$ cat config.mk
export PLATFORM = sky130hd
export DESIGN_NAME = bhlfs_ctrl
export DESIGN_NICKNAME = d
export VERILOG_FILES = /design/src/design/bhlfs_pkg.sv /design/src/design/bhlfs_ctrl.sv
export SDC_FILE = /design/constraint.sdc
export NUM_CORES = 1
export LEC_CHECK = 0
export ABC_CLOCK_PERIOD_IN_PS = 4500
export BUFFER_PORTS_ARGS = -buffer_cell sky130_fd_sc_hd__buf_2
export CELL_PAD_IN_SITES_DETAIL_PLACEMENT = 1
export CELL_PAD_IN_SITES_GLOBAL_PLACEMENT = 1
export CORE_MARGIN = 10
export CORE_UTILIZATION = 29
export DETAILED_ROUTE_END_ITERATION = 8
export MAX_ROUTING_LAYER = met4
export PLACE_DENSITY = 0.93
export SETUP_SLACK_MARGIN = 0.5
export SLEW_MARGIN = 0
export SYNTH_ARGS = -nofsm -noshare
export SYNTH_HDL_FRONTEND = slang
export SYNTH_SLANG_ARGS = --single-unit
$ cat constraint.sdc
create_clock -name clk_i -period 4.5 [get_ports clk_i]
set_clock_uncertainty 0.1 [all_clocks]
set_input_delay 0.45 -clock clk_i [delete_from_list [all_inputs] [get_ports clk_i]]
set_output_delay 0.45 -clock clk_i [all_outputs]
set_load 0.05 [all_outputs]
$ cat src/design/bhlfs_pkg.sv
// ----------------------------------------------------------------------------
// bhlfs_pkg
// Shared types and constants of the byte histogram log fill score block.
// ----------------------------------------------------------------------------
`default_nettype none

package bhlfs_pkg;

  localparam int NUM_BINS    = 256;
  localparam int BIN_W       = 8;
  localparam int SCORE_W     = 11;   // holds 100*log10(2^48) rounded
  localparam int SQR_STEPS   = 16;
  localparam int STEP_W      = 4;
  localparam int QUO_W       = 7;    // a normalised percentage is at most 100
  localparam int KCNT_W      = 3;
  localparam int SUM_W       = 15;
  localparam int PCT_W       = 7;
  localparam int MANT_W      = 31;   // q1.30 mantissa below 2.0
  localparam logic [14:0] LOG10_2_Q16 = 15'd19728;

  typedef enum logic [1:0] {
    FUNC_ADD   = 2'd0,
    FUNC_END   = 2'd1,
    FUNC_QUERY = 2'd2,
    FUNC_NONE  = 2'd3
  } func_e;

  typedef struct packed {
    logic [1:0] func;
    logic [7:0] data_byte;
  } req_t;

  typedef struct packed {
    logic [6:0]  fill_percent;
    logic [31:0] bin_count;
  } rsp_t;

  typedef enum logic [3:0] {
    ST_IDLE,
    ST_ADD,
    ST_QRY,
    ST_RD,
    ST_LOAD,
    ST_NORM,
    ST_SQR,
    ST_L10,
    ST_SCORE,
    ST_DCHK,
    ST_DRD,
    ST_DLD,
    ST_DIV,
    ST_FIN
  } state_e;

  typedef struct packed {
    logic cnt_rd_in;
    logic cap_idx;
    logic cnt_wr;
    logic clr_valid;
    logic load_x;
    logic norm;
    logic load_m;
    logic sqr;
    logic calc_l10;
    logic calc_score;
    logic bin_clr;
    logic bin_inc;
    logic max_clr;
    logic sum_clr;
    logic div_ld;
    logic div_step;
    logic sum_add;
    logic out_query;
    logic out_fill;
  } cmd_t;

  typedef struct packed {
    logic x_top;
    logic sqr_last;
    logic div_last;
    logic bin_last;
    logic max_zero;
  } sts_t;

endpackage

`default_nettype wire

$ cat src/design/bhlfs_ctrl.sv
// ----------------------------------------------------------------------------
// bhlfs_ctrl
// Sequencer for request decode, histogram update and the end-of-file passes.
// ----------------------------------------------------------------------------
`default_nettype none

module bhlfs_ctrl
  import bhlfs_pkg::*;
(
  input  wire logic   clk_i,
  input  wire logic   rst_ni,
  input  wire logic   start,
  input  wire logic   [1:0] func_i,
  input  wire sts_t   sts_i,
  output cmd_t        cmd_o,
  output logic        busy,
  output state_e      state_o
);

  state_e state_q, state_d;

  always_ff @(posedge clk_i or negedge rst_ni) begin
    if (!rst_ni) begin
      state_q <= ST_IDLE;
    end else begin
      state_q <= state_d;
    end
  end

  always_comb begin
    state_d = state_q;
    unique case (state_q)
      ST_IDLE: begin
        if (start) begin
          unique case (func_i)
            FUNC_ADD:   state_d = ST_ADD;
            FUNC_END:   state_d = ST_RD;
            FUNC_QUERY: state_d = ST_QRY;
            default:    state_d = ST_IDLE;
          endcase
        end
      end
      ST_ADD:   state_d = ST_IDLE;
      ST_QRY:   state_d = ST_IDLE;
      ST_RD:    state_d = ST_LOAD;
      ST_LOAD:  state_d = ST_NORM;
      ST_NORM:  if (sts_i.x_top) state_d = ST_SQR;
      ST_SQR:   if (sts_i.sqr_last) state_d = ST_L10;
      ST_L10:   state_d = ST_SCORE;
      ST_SCORE: state_d = sts_i.bin_last ? ST_DCHK : ST_RD;
      ST_DCHK:  state_d = sts_i.max_zero ? ST_FIN : ST_DRD;
      ST_DRD:   state_d = ST_DLD;
      ST_DLD:   state_d = ST_DIV;
      ST_DIV: begin
        if (sts_i.div_last) state_d = sts_i.bin_last ? ST_FIN : ST_DRD;
      end
      ST_FIN:   state_d = ST_IDLE;
      default:  state_d = ST_IDLE;
    endcase
  end

  always_comb begin
    cmd_o = '0;
    unique case (state_q)
      ST_IDLE: begin
        cmd_o.cnt_rd_in = 1'b1;
        cmd_o.cap_idx   = start;
        if (start && func_i == FUNC_END) begin
          cmd_o.bin_clr = 1'b1;
          cmd_o.max_clr = 1'b1;
          cmd_o.sum_clr = 1'b1;
        end
      end
      ST_ADD:   cmd_o.cnt_wr = 1'b1;
      ST_QRY:   cmd_o.out_query = 1'b1;
      ST_LOAD:  cmd_o.load_x = 1'b1;
      ST_NORM: begin
        cmd_o.norm   = !sts_i.x_top;
        cmd_o.load_m = sts_i.x_top;
      end
      ST_SQR:   cmd_o.sqr = 1'b1;
      ST_L10:   cmd_o.calc_l10 = 1'b1;
      ST_SCORE: begin
        cmd_o.calc_score = 1'b1;
        cmd_o.bin_inc    = 1'b1;
      end
      ST_DLD:   cmd_o.div_ld = 1'b1;
      ST_DIV: begin
        cmd_o.div_step = 1'b1;
        cmd_o.sum_add  = sts_i.div_last;
        cmd_o.bin_inc  = sts_i.div_last;
      end
      ST_FIN: begin
        cmd_o.out_fill  = 1'b1;
        cmd_o.clr_valid = 1'b1;
      end
      default: cmd_o = '0;
    endcase
  end

  assign busy    = (state_q != ST_IDLE);
  assign state_o = state_q;

endmodule

`default_nettype wire

**Word level (Yosys, flattened, before mapping)**

Index checks and enable logic that the tools add are counted.

- Flip-flop bits (word level): 4
- Bits in latches: 0
- Bits in writable memories: 0
- Memory bits (read-only): 0
- Input port bits: 10
- Memories kept: 0

- $add $sub $neg: 0
- $mul: 0
- Div/mod/pow operators: 0
- Magnitude comparators: 0
- Eq/ne operators: 19
- Shift-type cells: 0
- Multiplexer cells: 25
- Bitwise logic cells: 0
- Reduce and logical (&&, ||, !) cells: 6

Operator list:

| kind | number |
|---|---|
| case mux 4 bit (11 select lines) | 1 |
| equality test 4 bit, second input constant | 6 |
| two-way mux 4 bit | 5 |
| equality test 4 x 3 -> 1 bit, second input constant | 4 |
| two-way mux 1 bit | 10 |
| two-way mux 2 bit | 5 |
| equality test 4 x 2 -> 1 bit, second input constant | 2 |
| != test 2 bit, second input constant | 4 |
| two-way mux 3 bit | 2 |
| case mux 2 bit (3 select lines) | 1 |
| equality test 4 x 1 -> 1 bit, second input constant | 1 |
| logical NOT 4 bit | 1 |
| AND reduction 4 bit | 1 |
| nonzero test 4 bit | 1 |
| equality test 2 x 1 -> 1 bit, second input constant | 1 |
| equality test 2 bit, second input constant | 1 |
| logical NOT 2 bit | 1 |
| case mux 1 bit (2 select lines) | 1 |
| logical AND 1 bit | 1 |
| logical NOT 1 bit | 1 |

**Depth between registers and ports, before layout**

Gate-level depths: netlist of the first run.

- Depth after elaboration: 4
- Mapped depth: 6

**Worst setup path before layout of the first run**

Ideal clock, no wire load.

- Kind: flip-flop to output port
- From: reg state_q[3], in the netlist state_o[3]
- To: out cmd_o[2] (netlist bit)
- Arrival: 2.736 ns
- Data required time: 3.950 ns
- Setup slack: 1.214 ns
- Stages on the path, launching flop included: 5
- Cells stage by stage: dfrtp_1 -> buf_2 -> nand2_1 -> nor3_1 -> and2_1

RTL lines:

| element | line | RTL |
|---|---|---|
| from (decl) | bhlfs_ctrl.sv:20 | `state_e state_q, state_d;` |
| from (signal assigned) | bhlfs_ctrl.sv:26 | `state_q <= state_d;` |
| to (decl) | bhlfs_ctrl.sv:15 | `output cmd_t cmd_o,` |

==> results of run 1 <==
[worst paths after layout]
path | endpoint | cells past startpoint | start | slack (ns)
max in group asynchronous | state_o[0] | 2 | rst_ni | 3.71
min | state_o[1] | 2 | sts_i[3] | 0.35
max reg2reg | state_o[1] | 4 | state_o[0] | 2.67
min in group asynchronous | state_o[1] | 2 | rst_ni | 0.47
max | cmd_o[8] | 5 | state_o[3] | 2.09
min reg2reg | state_o[2] | 2 | state_o[0] | 0.76
[worst max-delay path: cells and delay by family, from the launching register on]
family | cells | cell delay, ns
DFF | 1 | 0.57
buffers and inverters | 2 | 0.37
and+or+nand+nor | 3 | 0.68
[repair_timing]
action                    in CTS  in global routing
hold endpoints to repair       4                  0
hold buffers                   1                  0
resized for setup              0                  0
[cell type report]
type                    count  area [um^2]
fillers                   232         1044
multi-input cells          62        384.1
repair buffers             34        175.2
flip-flops and latches      4        100.1
well taps                  25        31.28
inverters                   7        26.28
clock buffers               3        22.52
[power by group through the flow]
stage                     combinational, uW  clock (uW)  sequential [uW]
after floorplan                         381           0              120
after global placement                  471           0              117
after detailed placement                478           0              124
after CTS                               480        47.4              123
after global routing                    513        49.9              132
final                                   478        44.4              124
[per-stage QoR]
stage / util / total power [uW]
after global placement: 0.3965 / 588.5
after global routing: 0.4147 / 694.7
after CTS: 0.4147 / 650.7
final: 0.4147 / 646.3
after detailed placement: 0.3965 / 601.4
after floorplan: - / 501.1
[cell families after synthesis]
kind of cell,after synthesis
simple gates,36
compound gates,22
buf+inv,16
flops,4
fa+ha+maj,3
xor+xnor,1
[metal layers]
metal,global-route usage,vias to the layer above,routed length (um)
met5,-,-,0
met2,0.1667,27,967
li1,-,345,-
met3,0.04878,2,170
met4,0.02406,0,19
met1,0.1233,323,1030
[placed cells by master (no fill, tap or decap), types with 3 or more instances in the layout]
cell type and instances:
sky130_fd_sc_hd__o21bai_1 3, sky130_fd_sc_hd__clkbuf_4 3, sky130_fd_sc_hd__nor2_1 7, sky130_fd_sc_hd__nand2_1 5
sky130_fd_sc_hd__buf_2 33, sky130_fd_sc_hd__ha_1 3, sky130_fd_sc_hd__a21oi_1 6, sky130_fd_sc_hd__inv_1 4
sky130_fd_sc_hd__inv_2 3, sky130_fd_sc_hd__nor3_1 8, sky130_fd_sc_hd__nand2b_1 3, sky130_fd_sc_hd__nand3b_1 3
sky130_fd_sc_hd__dfrtp_1 4
==> run_summary.xml, run 1 <==
<?xml version="1.0" encoding="UTF-8"?>
<metrics>
  <group name="status">
    <metric name="outcome" unit="">finished clean</metric>
  </group>
  <group name="synthesis">
    <metric name="synth-seq-area-share" unit="">0.1766</metric>
    <metric name="compound_gate_fraction_of_synth_area" unit="">0.2428</metric>
    <metric name="yosys-top-cells-area" unit="">sky130_fd_sc_hd__dfrtp_1 18%, sky130_fd_sc_hd__nor3_1 7.1%, sky130_fd_sc_hd__ha_1 6.6%, sky130_fd_sc_hd__a21oi_1 5.3%, sky130_fd_sc_hd__nor2_1 4.6%</metric>
    <metric name="synthSimpleGateAreaFrac" unit="">0.3532</metric>
    <metric name="synth_top_family_by_area" unit="">simple AND/OR/NAND/NOR gates</metric>
    <metric name="netlist.top_cell.by_area" unit="">sky130_fd_sc_hd__dfrtp_1</metric>
    <metric name="synthAdderAreaFrac" unit="">0.06623</metric>
    <metric name="synthDominantCellAreaShare" unit="">0.1766</metric>
    <metric name="synth_top_flop_cell" unit="">sky130_fd_sc_hd__dfrtp_1</metric>
    <metric name="postSynthRegisterBits" unit="">4</metric>
    <metric name="synthArstFlopShare" unit="">1.000</metric>
    <metric name="netlist_top_cells_count" unit="">8 x sky130_fd_sc_hd__nor3_1, 7 x sky130_fd_sc_hd__nor2_1, 6 x sky130_fd_sc_hd__a21oi_1, 5 x sky130_fd_sc_hd__nand2_1</metric>
    <metric name="netlist_instances" unit="">82</metric>
    <metric name="synth.mux.area_fraction" unit="">0</metric>
    <metric name="syn_nets" unit="">95</metric>
    <metric name="yosysMostFrequentCell" unit="">sky130_fd_sc_hd__nor3_1</metric>
    <metric name="synth-edff-count" unit="">0</metric>
    <metric name="synth_area" unit="um^2">566.8</metric>
    <metric name="synthesis.area_per_instance" unit="um^2">6.912</metric>
    <metric name="yosys.area_share.xor_xnor" unit="">0.01545</metric>
    <metric name="synth-warning-count" unit="">0</metric>
    <metric name="synth.lib_cells_used.distinct" unit="">33</metric>
  </group>
  <group name="route">
    <metric name="wirelength" unit="um">2187</metric>
    <metric name="detailedRoute.firstIterationViolations" unit="">18</metric>
    <metric name="routedWlPerCell" unit="um">16.20</metric>
    <metric name="routed-via-count" unit="">697</metric>
    <metric name="vias_per_cell" unit="">5.163</metric>
    <metric name="drc" unit="">0</metric>
    <metric name="drt_first_pass_iters" unit="">4</metric>
    <metric name="antenna_viol_nets_final" unit="">0</metric>
  </group>
  <group name="clock_tree">
    <metric name="insertion_delay" unit="ns">0.23</metric>
    <metric name="inserted_clock_buffers" unit="">3</metric>
    <metric name="worst_setup_hold_path_clk_slew" unit="ns">0.04</metric>
    <metric name="tritoncts_clock_tree" unit="">yes</metric>
    <metric name="postCtsSetupRepairBufs" unit="">0</metric>
    <metric name="cts_root_buf" unit="">sky130_fd_sc_hd__clkbuf_4</metric>
    <metric name="cts_buffer_depth" unit="">2</metric>
    <metric name="tritoncts_num_sinks" unit="">4</metric>
    <metric name="htree_num_levels" unit="">1</metric>
  </group>
  <group name="global_routing">
    <metric name="antenna_violations_before_repair" unit="">0</metric>
    <metric name="grt-ovfl-total" unit="">0</metric>
    <metric name="globalRouteTotalUtil" unit="">0.1071</metric>
    <metric name="maximum_number_of_pins_on_one_net_before_global_route_repair" unit="">21</metric>
    <metric name="first_pass_grt_wire_length" unit="um">3594</metric>
    <metric name="vias_in_the_first_global_route" unit="">741</metric>
  </group>
  <group name="timing">
    <metric name="fin_tns_setup" unit="ns">0</metric>
    <metric name="achievable-frequency" unit="GHz">0.4147</metric>
    <metric name="worst-slew-pin-transition" unit="ns">0.6098</metric>
    <metric name="grt_setup_unrepaired" unit="">false</metric>
    <metric name="hold_ws" unit="ns">0.3487</metric>
    <metric name="slew_headroom" unit="">0.5935</metric>
    <metric name="clock_period_minus_final_worst_setup_slack" unit="ns">2.411</metric>
    <metric name="setup_viol" unit="">0</metric>
    <metric name="report.final.slew_viol_count" unit="">0</metric>
    <metric name="final_min_period_over_clock_period" unit="">0.5358</metric>
    <metric name="setup_slack" unit="ns">2.089</metric>
    <metric name="final_hold_vios" unit="">0</metric>
  </group>
  <group name="layout">
    <metric name="insertedDiodeCount" unit="">0</metric>
    <metric name="largest_reg_flops" unit="">4</metric>
    <metric name="layout.cells.non_filler" unit="">135</metric>
    <metric name="post_route_cells_drive_above_1_share" unit="">0.3545</metric>
    <metric name="area.growth.synth_to_final" unit="%">30.46</metric>
    <metric name="layout.nets" unit="">125</metric>
    <metric name="finish.instance_area" unit="um^2">739.5</metric>
  </group>
  <group name="run">
    <metric name="max_cap_violations" unit="">0</metric>
  </group>
  <group name="setup_path">
    <metric name="crit_chain" unit="">nor2_1 &gt; nand2_1 &gt; inv_2 &gt; and3_1 &gt; buf_2</metric>
    <metric name="worst-endpoint-arrival" unit="ns">1.86</metric>
    <metric name="crit_path_start_kind" unit="">register</metric>
    <metric name="critPathRequiredTime" unit="ns">3.95</metric>
    <metric name="worst_setup_path_end_kind" unit="">output port</metric>
    <metric name="critical_path.max_stage_delay" unit="ns">0.57</metric>
    <metric name="path_class" unit="">reg -&gt; out</metric>
    <metric name="timing.critical_path.fanout_max" unit="">19</metric>
    <metric name="worst_path_max_delay_cell" unit="">sky130_fd_sc_hd__dfrtp_1</metric>
  </group>
  <group name="floorplan">
    <metric name="die-height" unit="um">64.21</metric>
    <metric name="fp.dieArea" unit="um^2">4123</metric>
    <metric name="num_io_pins" unit="">34</metric>
    <metric name="fp.coreArea" unit="um^2">1783</metric>
    <metric name="start_util" unit="">0.3179</metric>
    <metric name="die_x" unit="um">64.21</metric>
    <metric name="placement_rows" unit="">15</metric>
  </group>
  <group name="power_and_ir_drop">
    <metric name="cellInternalPower" unit="uW">210.2</metric>
    <metric name="seq_power_share" unit="">0.192</metric>
    <metric name="power_density" unit="nW/um^2">874.0</metric>
    <metric name="pwr-share-comb" unit="">0.739</metric>
    <metric name="maximum_ir_drop_on_the_vdd_rail" unit="uV">267.9</metric>
    <metric name="power.share.clock" unit="">0.069</metric>
    <metric name="power.static_leakage" unit="uW">0.0003920</metric>
    <metric name="swShare" unit="">0.6748</metric>
    <metric name="switching_power" unit="uW">436.1</metric>
  </group>
  <group name="placement">
    <metric name="numPortBuffers" unit="">33</metric>
    <metric name="dp_hpwl" unit="um">1701</metric>
    <metric name="final_replace_weighted_congestion" unit="">0.8620</metric>
    <metric name="dp_worst_setup_slack" unit="ns">2.365</metric>
    <metric name="place.detailed.instances" unit="">131</metric>
    <metric name="detailed_place.area" unit="um^2">706.9</metric>
  </group>
  <group name="worst_hold_path">
    <metric name="worstHoldPathType" unit="">in -&gt; reg</metric>
  </group>
</metrics>
Power figures use the tool's default switching activity.
==> inputs of run 2 (changes only) <==
- ABC_CLOCK_PERIOD_IN_PS: 4500 -> 2200
- CORE_UTILIZATION: 29 -> 25
- PLACE_DENSITY: 0.93 -> 0.86
- clock period: 4.5 -> 2.2 ns (I/O delays scaled with it)
==> run 2 against run 1 <==
  * Hold slack worse by 0.20 ns
  * Cell area is 82% higher
  * Largest cell class unchanged
  * Clock-buffer cell count did not move
  * Sequential power up 78%
  * Critical endpoint is now cmd_o[6]
  * Largest power group unchanged
==> run_summary.xml, run 2 (same netlist as run 1, synthesis figures left out) <==
<?xml version="1.0" encoding="UTF-8"?>
<metrics>
  <group name="global_routing">
    <metric name="maximum_number_of_pins_on_one_net_before_global_route_repair" unit="">11</metric>
    <metric name="antenna_violations_before_repair" unit="">0</metric>
    <metric name="grt_use_met2" unit="">0.2723</metric>
    <metric name="grt.busiest_layer" unit="">met2</metric>
    <metric name="grt_use_met3" unit="">0.02479</metric>
    <metric name="gr-usage-met1" unit="">0.1648</metric>
    <metric name="globalRouteTotalUtil" unit="">0.1575</metric>
    <metric name="first_pass_grt_wire_length" unit="um">5299</metric>
    <metric name="vias_in_the_first_global_route" unit="">954</metric>
    <metric name="grt-ovfl-total" unit="">0</metric>
  </group>
  <group name="route">
    <metric name="drt_first_pass_iters" unit="">4</metric>
    <metric name="detailedRoute.firstIterationViolations" unit="">76</metric>
    <metric name="routed-via-count" unit="">903</metric>
    <metric name="vias_per_cell" unit="">5.473</metric>
    <metric name="routedWlPerCell" unit="um">24.58</metric>
    <metric name="antenna_viol_nets_final" unit="">0</metric>
    <metric name="wirelength" unit="um">4055</metric>
    <metric name="drc" unit="">0</metric>
  </group>
  <group name="floorplan">
    <metric name="placement_rows" unit="">17</metric>
    <metric name="num_io_pins" unit="">34</metric>
    <metric name="fp.dieArea" unit="um^2">4572</metric>
    <metric name="fp.coreArea" unit="um^2">2191</metric>
    <metric name="die_x" unit="um">67.62</metric>
    <metric name="start_util" unit="">0.2587</metric>
    <metric name="die-height" unit="um">67.62</metric>
  </group>
  <group name="placement">
    <metric name="numPortBuffers" unit="">33</metric>
    <metric name="final_replace_weighted_congestion" unit="">0.8868</metric>
    <metric name="dp_hpwl" unit="um">1804</metric>
    <metric name="place.detailed.instances" unit="">135</metric>
  </group>
  <group name="power_and_ir_drop">
    <metric name="switching_power" unit="uW">1350</metric>
    <metric name="seq_power_share" unit="">0.095</metric>
    <metric name="cellInternalPower" unit="uW">977.8</metric>
    <metric name="power.static_leakage" unit="uW">0.0006067</metric>
    <metric name="pwr-share-comb" unit="">0.863</metric>
    <metric name="power.share.clock" unit="">0.042</metric>
    <metric name="swShare" unit="">0.5800</metric>
    <metric name="maximum_ir_drop_on_the_vdd_rail" unit="uV">792.4</metric>
    <metric name="power_density" unit="nW/um^2">1731</metric>
  </group>
  <group name="timing">
    <metric name="achievable-frequency" unit="GHz">0.5479</metric>
    <metric name="setup_viol" unit="">0</metric>
    <metric name="clock_period_minus_final_worst_setup_slack" unit="ns">1.825</metric>
    <metric name="worst-slew-pin-transition" unit="ns">0.3357</metric>
    <metric name="final_hold_vios" unit="">0</metric>
    <metric name="slew_headroom" unit="">0.7755</metric>
    <metric name="report.final.slew_viol_count" unit="">0</metric>
    <metric name="grt_setup_unrepaired" unit="">true</metric>
    <metric name="fin_tns_setup" unit="ns">0</metric>
    <metric name="final_min_period_over_clock_period" unit="">0.8296</metric>
  </group>
  <group name="run">
    <metric name="max_cap_violations" unit="">0</metric>
  </group>
  <group name="clock_tree">
    <metric name="inserted_clock_buffers" unit="">3</metric>
    <metric name="tritoncts_num_sinks" unit="">4</metric>
    <metric name="htree_num_levels" unit="">1</metric>
    <metric name="cts_root_buf" unit="">sky130_fd_sc_hd__clkbuf_4</metric>
    <metric name="worst_setup_hold_path_clk_slew" unit="ns">0.04</metric>
    <metric name="tritoncts_clock_tree" unit="">yes</metric>
    <metric name="cts_buffer_depth" unit="">2</metric>
    <metric name="insertion_delay" unit="ns">0.24</metric>
  </group>
  <group name="setup_path">
    <metric name="crit_family" unit="">flip-flops</metric>
    <metric name="crit_path_start_kind" unit="">register</metric>
    <metric name="timing.critical_path.buf_inv" unit="">3</metric>
    <metric name="critPathRequiredTime" unit="ns">1.88</metric>
    <metric name="worst-r2r-setup-slack" unit="ns">0.39</metric>
    <metric name="worst_setup_path_end_kind" unit="">output port</metric>
    <metric name="path_class" unit="">reg -&gt; out</metric>
    <metric name="worst-endpoint-arrival" unit="ns">1.51</metric>
    <metric name="crit_chain" unit="">buf_6 &gt; nor2_4 &gt; nand2_8 &gt; clkinv_8 &gt; and3_4 &gt; buf_8</metric>
    <metric name="critical_path.max_stage_delay" unit="ns">0.45</metric>
    <metric name="worst_path_max_delay_cell" unit="">sky130_fd_sc_hd__dfrtp_2</metric>
    <metric name="timing.critical_path.fanout_max" unit="">3</metric>
  </group>
  <group name="layout">
    <metric name="post_route_cells_drive_above_1_share" unit="">0.7059</metric>
    <metric name="layout.core_utilization" unit="">0.6139</metric>
    <metric name="fillerInstances" unit="">242</metric>
    <metric name="area.growth.synth_to_final" unit="%">137.3</metric>
    <metric name="layout_common_cells" unit="">21 x sky130_fd_sc_hd__buf_4, 14 x sky130_fd_sc_hd__buf_2, 14 x sky130_fd_sc_hd__buf_6</metric>
    <metric name="largest_reg_flops" unit="">4</metric>
    <metric name="final_common_cell" unit="">sky130_fd_sc_hd__buf_4</metric>
    <metric name="layout.cells.non_filler" unit="">165</metric>
    <metric name="layout.nets" unit="">151</metric>
  </group>
  <group name="worst_hold_path">
    <metric name="worstHoldPathType" unit="">in -&gt; reg</metric>
  </group>
  <group name="status">
    <metric name="outcome" unit="">finished clean</metric>
  </group>
</metrics>
## run 2: cell type report
cell class	instances	area, um^2	area share
antenna	1	2.502	0.001860
clock buffer	3	22.52	0.01674
inverter	7	45.04	0.03349
multi-input combinational	62	576.8	0.4288
sequential	4	112.6	0.08372
tap	28	35.03	0.02605
timing repair buffer	60	550.5	0.4093
## run 2: worst paths after layout
kind,from,to,cells past startpoint
worst min-delay path,sts_i[3],state_o[1],2
worst max register to register,state_o[3],state_o[1],5
worst min register to register,state_o[2],state_o[2],3
min in group asynchronous,rst_ni,state_o[3],2
max in group asynchronous,rst_ni,state_o[0],2
worst max-delay path,state_o[1],cmd_o[6],6
## run 2: metrics by stage
| step | total power (uW) | setup slack (ns) | hold WS [ns] | cell area, um^2 |
|---|---|---|---|---|
| finish | 2328 | 0.3748 | 0.1535 | 1345 |
| global route | 2431 | 0.3430 | 0.1437 | 1343 |
| CTS | 1989 | 0.4252 | 0.1014 | 1189 |
| detailed placement | 1505 | 0.3822 | -0.06966 | 884.6 |
| global placement | 1473 | 0.4087 | -0.07587 | 884.6 |
| floorplan | 1355 | 0.2094 | -0.1756 | 794.5 |
## run 2: layer usage
metal,up-vias,part of all wire
li1,398,-
met1,455,0.40
met2,40,0.52
met3,10,0.062
met4,0,0.022
met5,-,0
## run 2: timing repair
item / in CTS / in global routing
gates resized for setup: 39 / 30
endpoints found under the hold margin: 4 / 0
hold buffers: 1 / 0
pin swaps: 3 / 5
setup endpoints to repair: 21 / 22
buffers inserted: 17 / 8
## run 2: power by group through the flow
stage               clock network [uW]  logic (uW)  registers, uW
floorplan                            0        1090            267
global placement                     0        1180            288
detailed placement                   0        1210            297
CTS                               94.8        1690            200
global route                       103        2100            228
finish                            97.1        2010            221
==> inputs of run 3 (changes only) <==
- ABC_AREA: default -> 1
- ABC_CLOCK_PERIOD_IN_PS: 2200 -> 1600
- CORE_UTILIZATION: 25 -> 23
- clock period: 2.2 -> 1.6 ns (I/O delays scaled with it)
==> run 3 against run 2 <==
  * Synthesized cell count up 17%
  * Sequential power grew 8%
  * Non-clock buffer count rose by 2
  * Via count decreased by 3.4%
  * Clock-buffer cell count did not move
  * Hold slack worse by 0.024 ns
  * Global-route usage shrank 1.7 points
  * Synthesized area down 5.1%
  * First-iteration DRC count down 75%
  * The run now ends with setup timing left
==> run_summary.xml, run 3 <==
<?xml version="1.0" encoding="UTF-8"?>
<metrics>
  <group name="status">
    <metric name="outcome" unit="">finished with violations</metric>
    <metric name="violations" unit="">setup timing</metric>
  </group>
  <group name="setup_path">
    <metric name="critPathRequiredTime" unit="ns">1.34</metric>
    <metric name="timing.critical_path.fanout_max" unit="">4</metric>
    <metric name="crit_path_start_kind" unit="">register</metric>
    <metric name="worst-endpoint-arrival" unit="ns">1.49</metric>
    <metric name="worst_setup_path_end_kind" unit="">output port</metric>
    <metric name="path_class" unit="">reg -&gt; out</metric>
  </group>
  <group name="layout">
    <metric name="layout_common_cells" unit="">18 x sky130_fd_sc_hd__nor2_4, 18 x sky130_fd_sc_hd__buf_8, 17 x sky130_fd_sc_hd__nand2_1, 17 x sky130_fd_sc_hd__buf_4, 16 x sky130_fd_sc_hd__buf_6</metric>
    <metric name="fillerInstances" unit="">241</metric>
    <metric name="insertedDiodeCount" unit="">0</metric>
    <metric name="largest_reg_flops" unit="">4</metric>
    <metric name="post_route_cells_drive_above_1_share" unit="">0.7215</metric>
    <metric name="area.growth.synth_to_final" unit="%">172.3</metric>
    <metric name="finish.instance_area" unit="um^2">1465</metric>
    <metric name="layout.nets" unit="">173</metric>
  </group>
  <group name="timing">
    <metric name="worst-slew-pin-transition" unit="ns">0.2701</metric>
    <metric name="report.final.slew_viol_count" unit="">0</metric>
    <metric name="grt_setup_unrepaired" unit="">true</metric>
    <metric name="final_min_period_over_clock_period" unit="">1.095</metric>
    <metric name="slew_headroom" unit="">0.8196</metric>
    <metric name="setup_slack" unit="ns">-0.1525</metric>
    <metric name="hold_ws" unit="ns">0.1297</metric>
    <metric name="clock_period_minus_final_worst_setup_slack" unit="ns">1.752</metric>
    <metric name="final_hold_vios" unit="">0</metric>
    <metric name="achievable-frequency" unit="GHz">0.5706</metric>
    <metric name="setup_viol" unit="">22</metric>
  </group>
  <group name="synthesis">
    <metric name="syn_nets" unit="">109</metric>
    <metric name="netlist.top_cell.by_area" unit="">sky130_fd_sc_hd__dfrtp_1</metric>
    <metric name="netlist_instances" unit="">96</metric>
    <metric name="synthesis.area_per_instance" unit="um^2">5.604</metric>
    <metric name="yosysMostFrequentCell" unit="">sky130_fd_sc_hd__nand2_1</metric>
    <metric name="synth-seq-area-share" unit="">0.1860</metric>
    <metric name="yosys-top-cells-area" unit="">sky130_fd_sc_hd__dfrtp_1 19%, sky130_fd_sc_hd__nand2_1 17%, sky130_fd_sc_hd__nor2_1 15%, sky130_fd_sc_hd__inv_1 13%, sky130_fd_sc_hd__ha_1 7.0%</metric>
    <metric name="synth_top_flop_cell" unit="">sky130_fd_sc_hd__dfrtp_1</metric>
    <metric name="synthDominantCellAreaShare" unit="">0.1860</metric>
    <metric name="synth-warning-count" unit="">0</metric>
    <metric name="synth-edff-count" unit="">0</metric>
    <metric name="postSynthRegisterBits" unit="">4</metric>
    <metric name="synthArstFlopShare" unit="">1.000</metric>
    <metric name="synth_area" unit="um^2">538.0</metric>
    <metric name="netlist_top_cells_count" unit="">24 x sky130_fd_sc_hd__nand2_1, 22 x sky130_fd_sc_hd__nor2_1, 18 x sky130_fd_sc_hd__inv_1, 5 x sky130_fd_sc_hd__nand3_1</metric>
    <metric name="synth.lib_cells_used.distinct" unit="">18</metric>
  </group>
  <group name="clock_tree">
    <metric name="worst_setup_hold_path_clk_slew" unit="ns">0.04</metric>
    <metric name="cts_root_buf" unit="">sky130_fd_sc_hd__clkbuf_4</metric>
    <metric name="cts_buffer_depth" unit="">2</metric>
    <metric name="tritoncts_num_sinks" unit="">4</metric>
    <metric name="inserted_clock_buffers" unit="">3</metric>
    <metric name="htree_num_levels" unit="">1</metric>
    <metric name="tritoncts_clock_tree" unit="">yes</metric>
    <metric name="insertion_delay" unit="ns">0.25</metric>
  </group>
  <group name="run">
    <metric name="max_cap_violations" unit="">0</metric>
  </group>
  <group name="global_routing">
    <metric name="vias_in_the_first_global_route" unit="">951</metric>
    <metric name="antenna_violations_before_repair" unit="">0</metric>
    <metric name="grt-ovfl-total" unit="">0</metric>
    <metric name="first_pass_grt_wire_length" unit="um">4733</metric>
    <metric name="maximum_number_of_pins_on_one_net_before_global_route_repair" unit="">7</metric>
    <metric name="globalRouteTotalUtil" unit="">0.1405</metric>
  </group>
  <group name="power_and_ir_drop">
    <metric name="maximum_ir_drop_on_the_vdd_rail" unit="uV">1175</metric>
    <metric name="power_density" unit="nW/um^2">1969</metric>
    <metric name="power.static_leakage" unit="uW">0.0007147</metric>
  </group>
  <group name="placement">
    <metric name="numPortBuffers" unit="">33</metric>
    <metric name="detailed_place.area" unit="um^2">868.3</metric>
    <metric name="final_replace_weighted_congestion" unit="">0.7944</metric>
    <metric name="dp_worst_setup_slack" unit="ns">0.04721</metric>
    <metric name="dp_hpwl" unit="um">1984</metric>
  </group>
  <group name="floorplan">
    <metric name="placement_rows" unit="">17</metric>
    <metric name="num_io_pins" unit="">34</metric>
    <metric name="fp.dieArea" unit="um^2">4674</metric>
    <metric name="fp.coreArea" unit="um^2">2212</metric>
    <metric name="start_util" unit="">0.2432</metric>
    <metric name="die_x" unit="um">68.37</metric>
    <metric name="die-height" unit="um">68.37</metric>
  </group>
  <group name="route">
    <metric name="vias_per_cell" unit="">4.688</metric>
    <metric name="detailedRoute.firstIterationViolations" unit="">19</metric>
    <metric name="drc" unit="">0</metric>
    <metric name="antenna_viol_nets_final" unit="">0</metric>
    <metric name="routed-via-count" unit="">872</metric>
    <metric name="wirelength" unit="um">3863</metric>
    <metric name="drt_first_pass_iters" unit="">4</metric>
    <metric name="routedWlPerCell" unit="um">20.77</metric>
  </group>
  <group name="worst_hold_path">
    <metric name="worstHoldPathType" unit="">in -&gt; reg</metric>
  </group>
</metrics>
-- run 3: cell types whose count changed in the layout (fill, tap and decap cells not counted), sizes merged, moves of 3 or more --
cell,previous run,this run
nand3,1,6
nor2,7,28
nand2b,3,0
inv,5,17
nor3,8,1
nand2,5,25
a21oi,6,1
-- run 3: timing repair --
item | in CTS | in global routing
hold buffers | 1 | 0
resized for setup | 68 | 37
hold endpoints to repair | 4 | 0
setup endpoints to repair | 28 | 28
buffers inserted | 12 | 14
pin swaps | 12 | 12
-- run 3: final timing paths --
check | cells after the start | startpoint | slack (ns) | to
worst max-delay path | 6 | state_o[0] | -0.15 | cmd_o[7]
worst min-delay path | 3 | sts_i[1] | 0.13 | state_o[3]
worst max register to register | 10 | state_o[1] | -0.13 | state_o[2]
worst min register to register | 3 | state_o[2] | 0.65 | state_o[2]
max in group asynchronous | 2 | rst_ni | 1.10 | state_o[2]
min in group asynchronous | 2 | rst_ni | 0.16 | state_o[0]
-- run 3: cell families after synthesis --
logic type,synth area share
buf+inv,0.1814
fa+ha+maj,0.06977
simple gates,0.5093
compound gates,0.05349
flops,0.1861
-- run 3: metrics by stage --
step	utilization	power (uW)	setup TNS [ns]	cells
6_report	0.6623	2884	-1.725	186
3_5_place_dp	0.3925	1631	0	156
5_1_grt	0.6623	3015	-2.757	186
3_3_place_gp	0.3925	1594	0	156
2_1_floorplan	-	1329	-1.494	96
4_1_cts	0.5554	2319	-0.4117	172
-- run 3: worst max-delay path, stage by stage, from the launching register on --
cell                      delay (ns)
sky130_fd_sc_hd__dfrtp_4        0.50
sky130_fd_sc_hd__nor2_4         0.16
sky130_fd_sc_hd__inv_4          0.07
sky130_fd_sc_hd__nor2_4         0.16
sky130_fd_sc_hd__inv_4          0.06
sky130_fd_sc_hd__o22ai_4        0.11
sky130_fd_sc_hd__buf_6          0.18
-- run 3: layout make-up --
type | instances | area (um^2) | area share
flip-flops and latches | 4 | 107.6 | 0.07344
clock buffers | 3 | 22.52 | 0.01537
well taps | 28 | 35.03 | 0.02391
multi-input cells | 69 | 550.5 | 0.3757
inverters | 20 | 96.34 | 0.06576
repair buffers | 62 | 653.1 | 0.4458
-- run 3: layer usage --
metal	vias up	share of wire	global-route usage
met2	28	0.58	0.2628
li1	406	-	-
met3	10	0.051	0.03915
met4	0	0.032	0.08040
met1	428	0.34	0.1230
met5	-	0	-
-- run 3: power breakdown --
group	total (uW)	internal [uW]	switching (uW)
Clock	134	84.4	49.9
Sequential	238	152	85.9
Combinational	2510	1030	1480
Total	2880	1270	1620
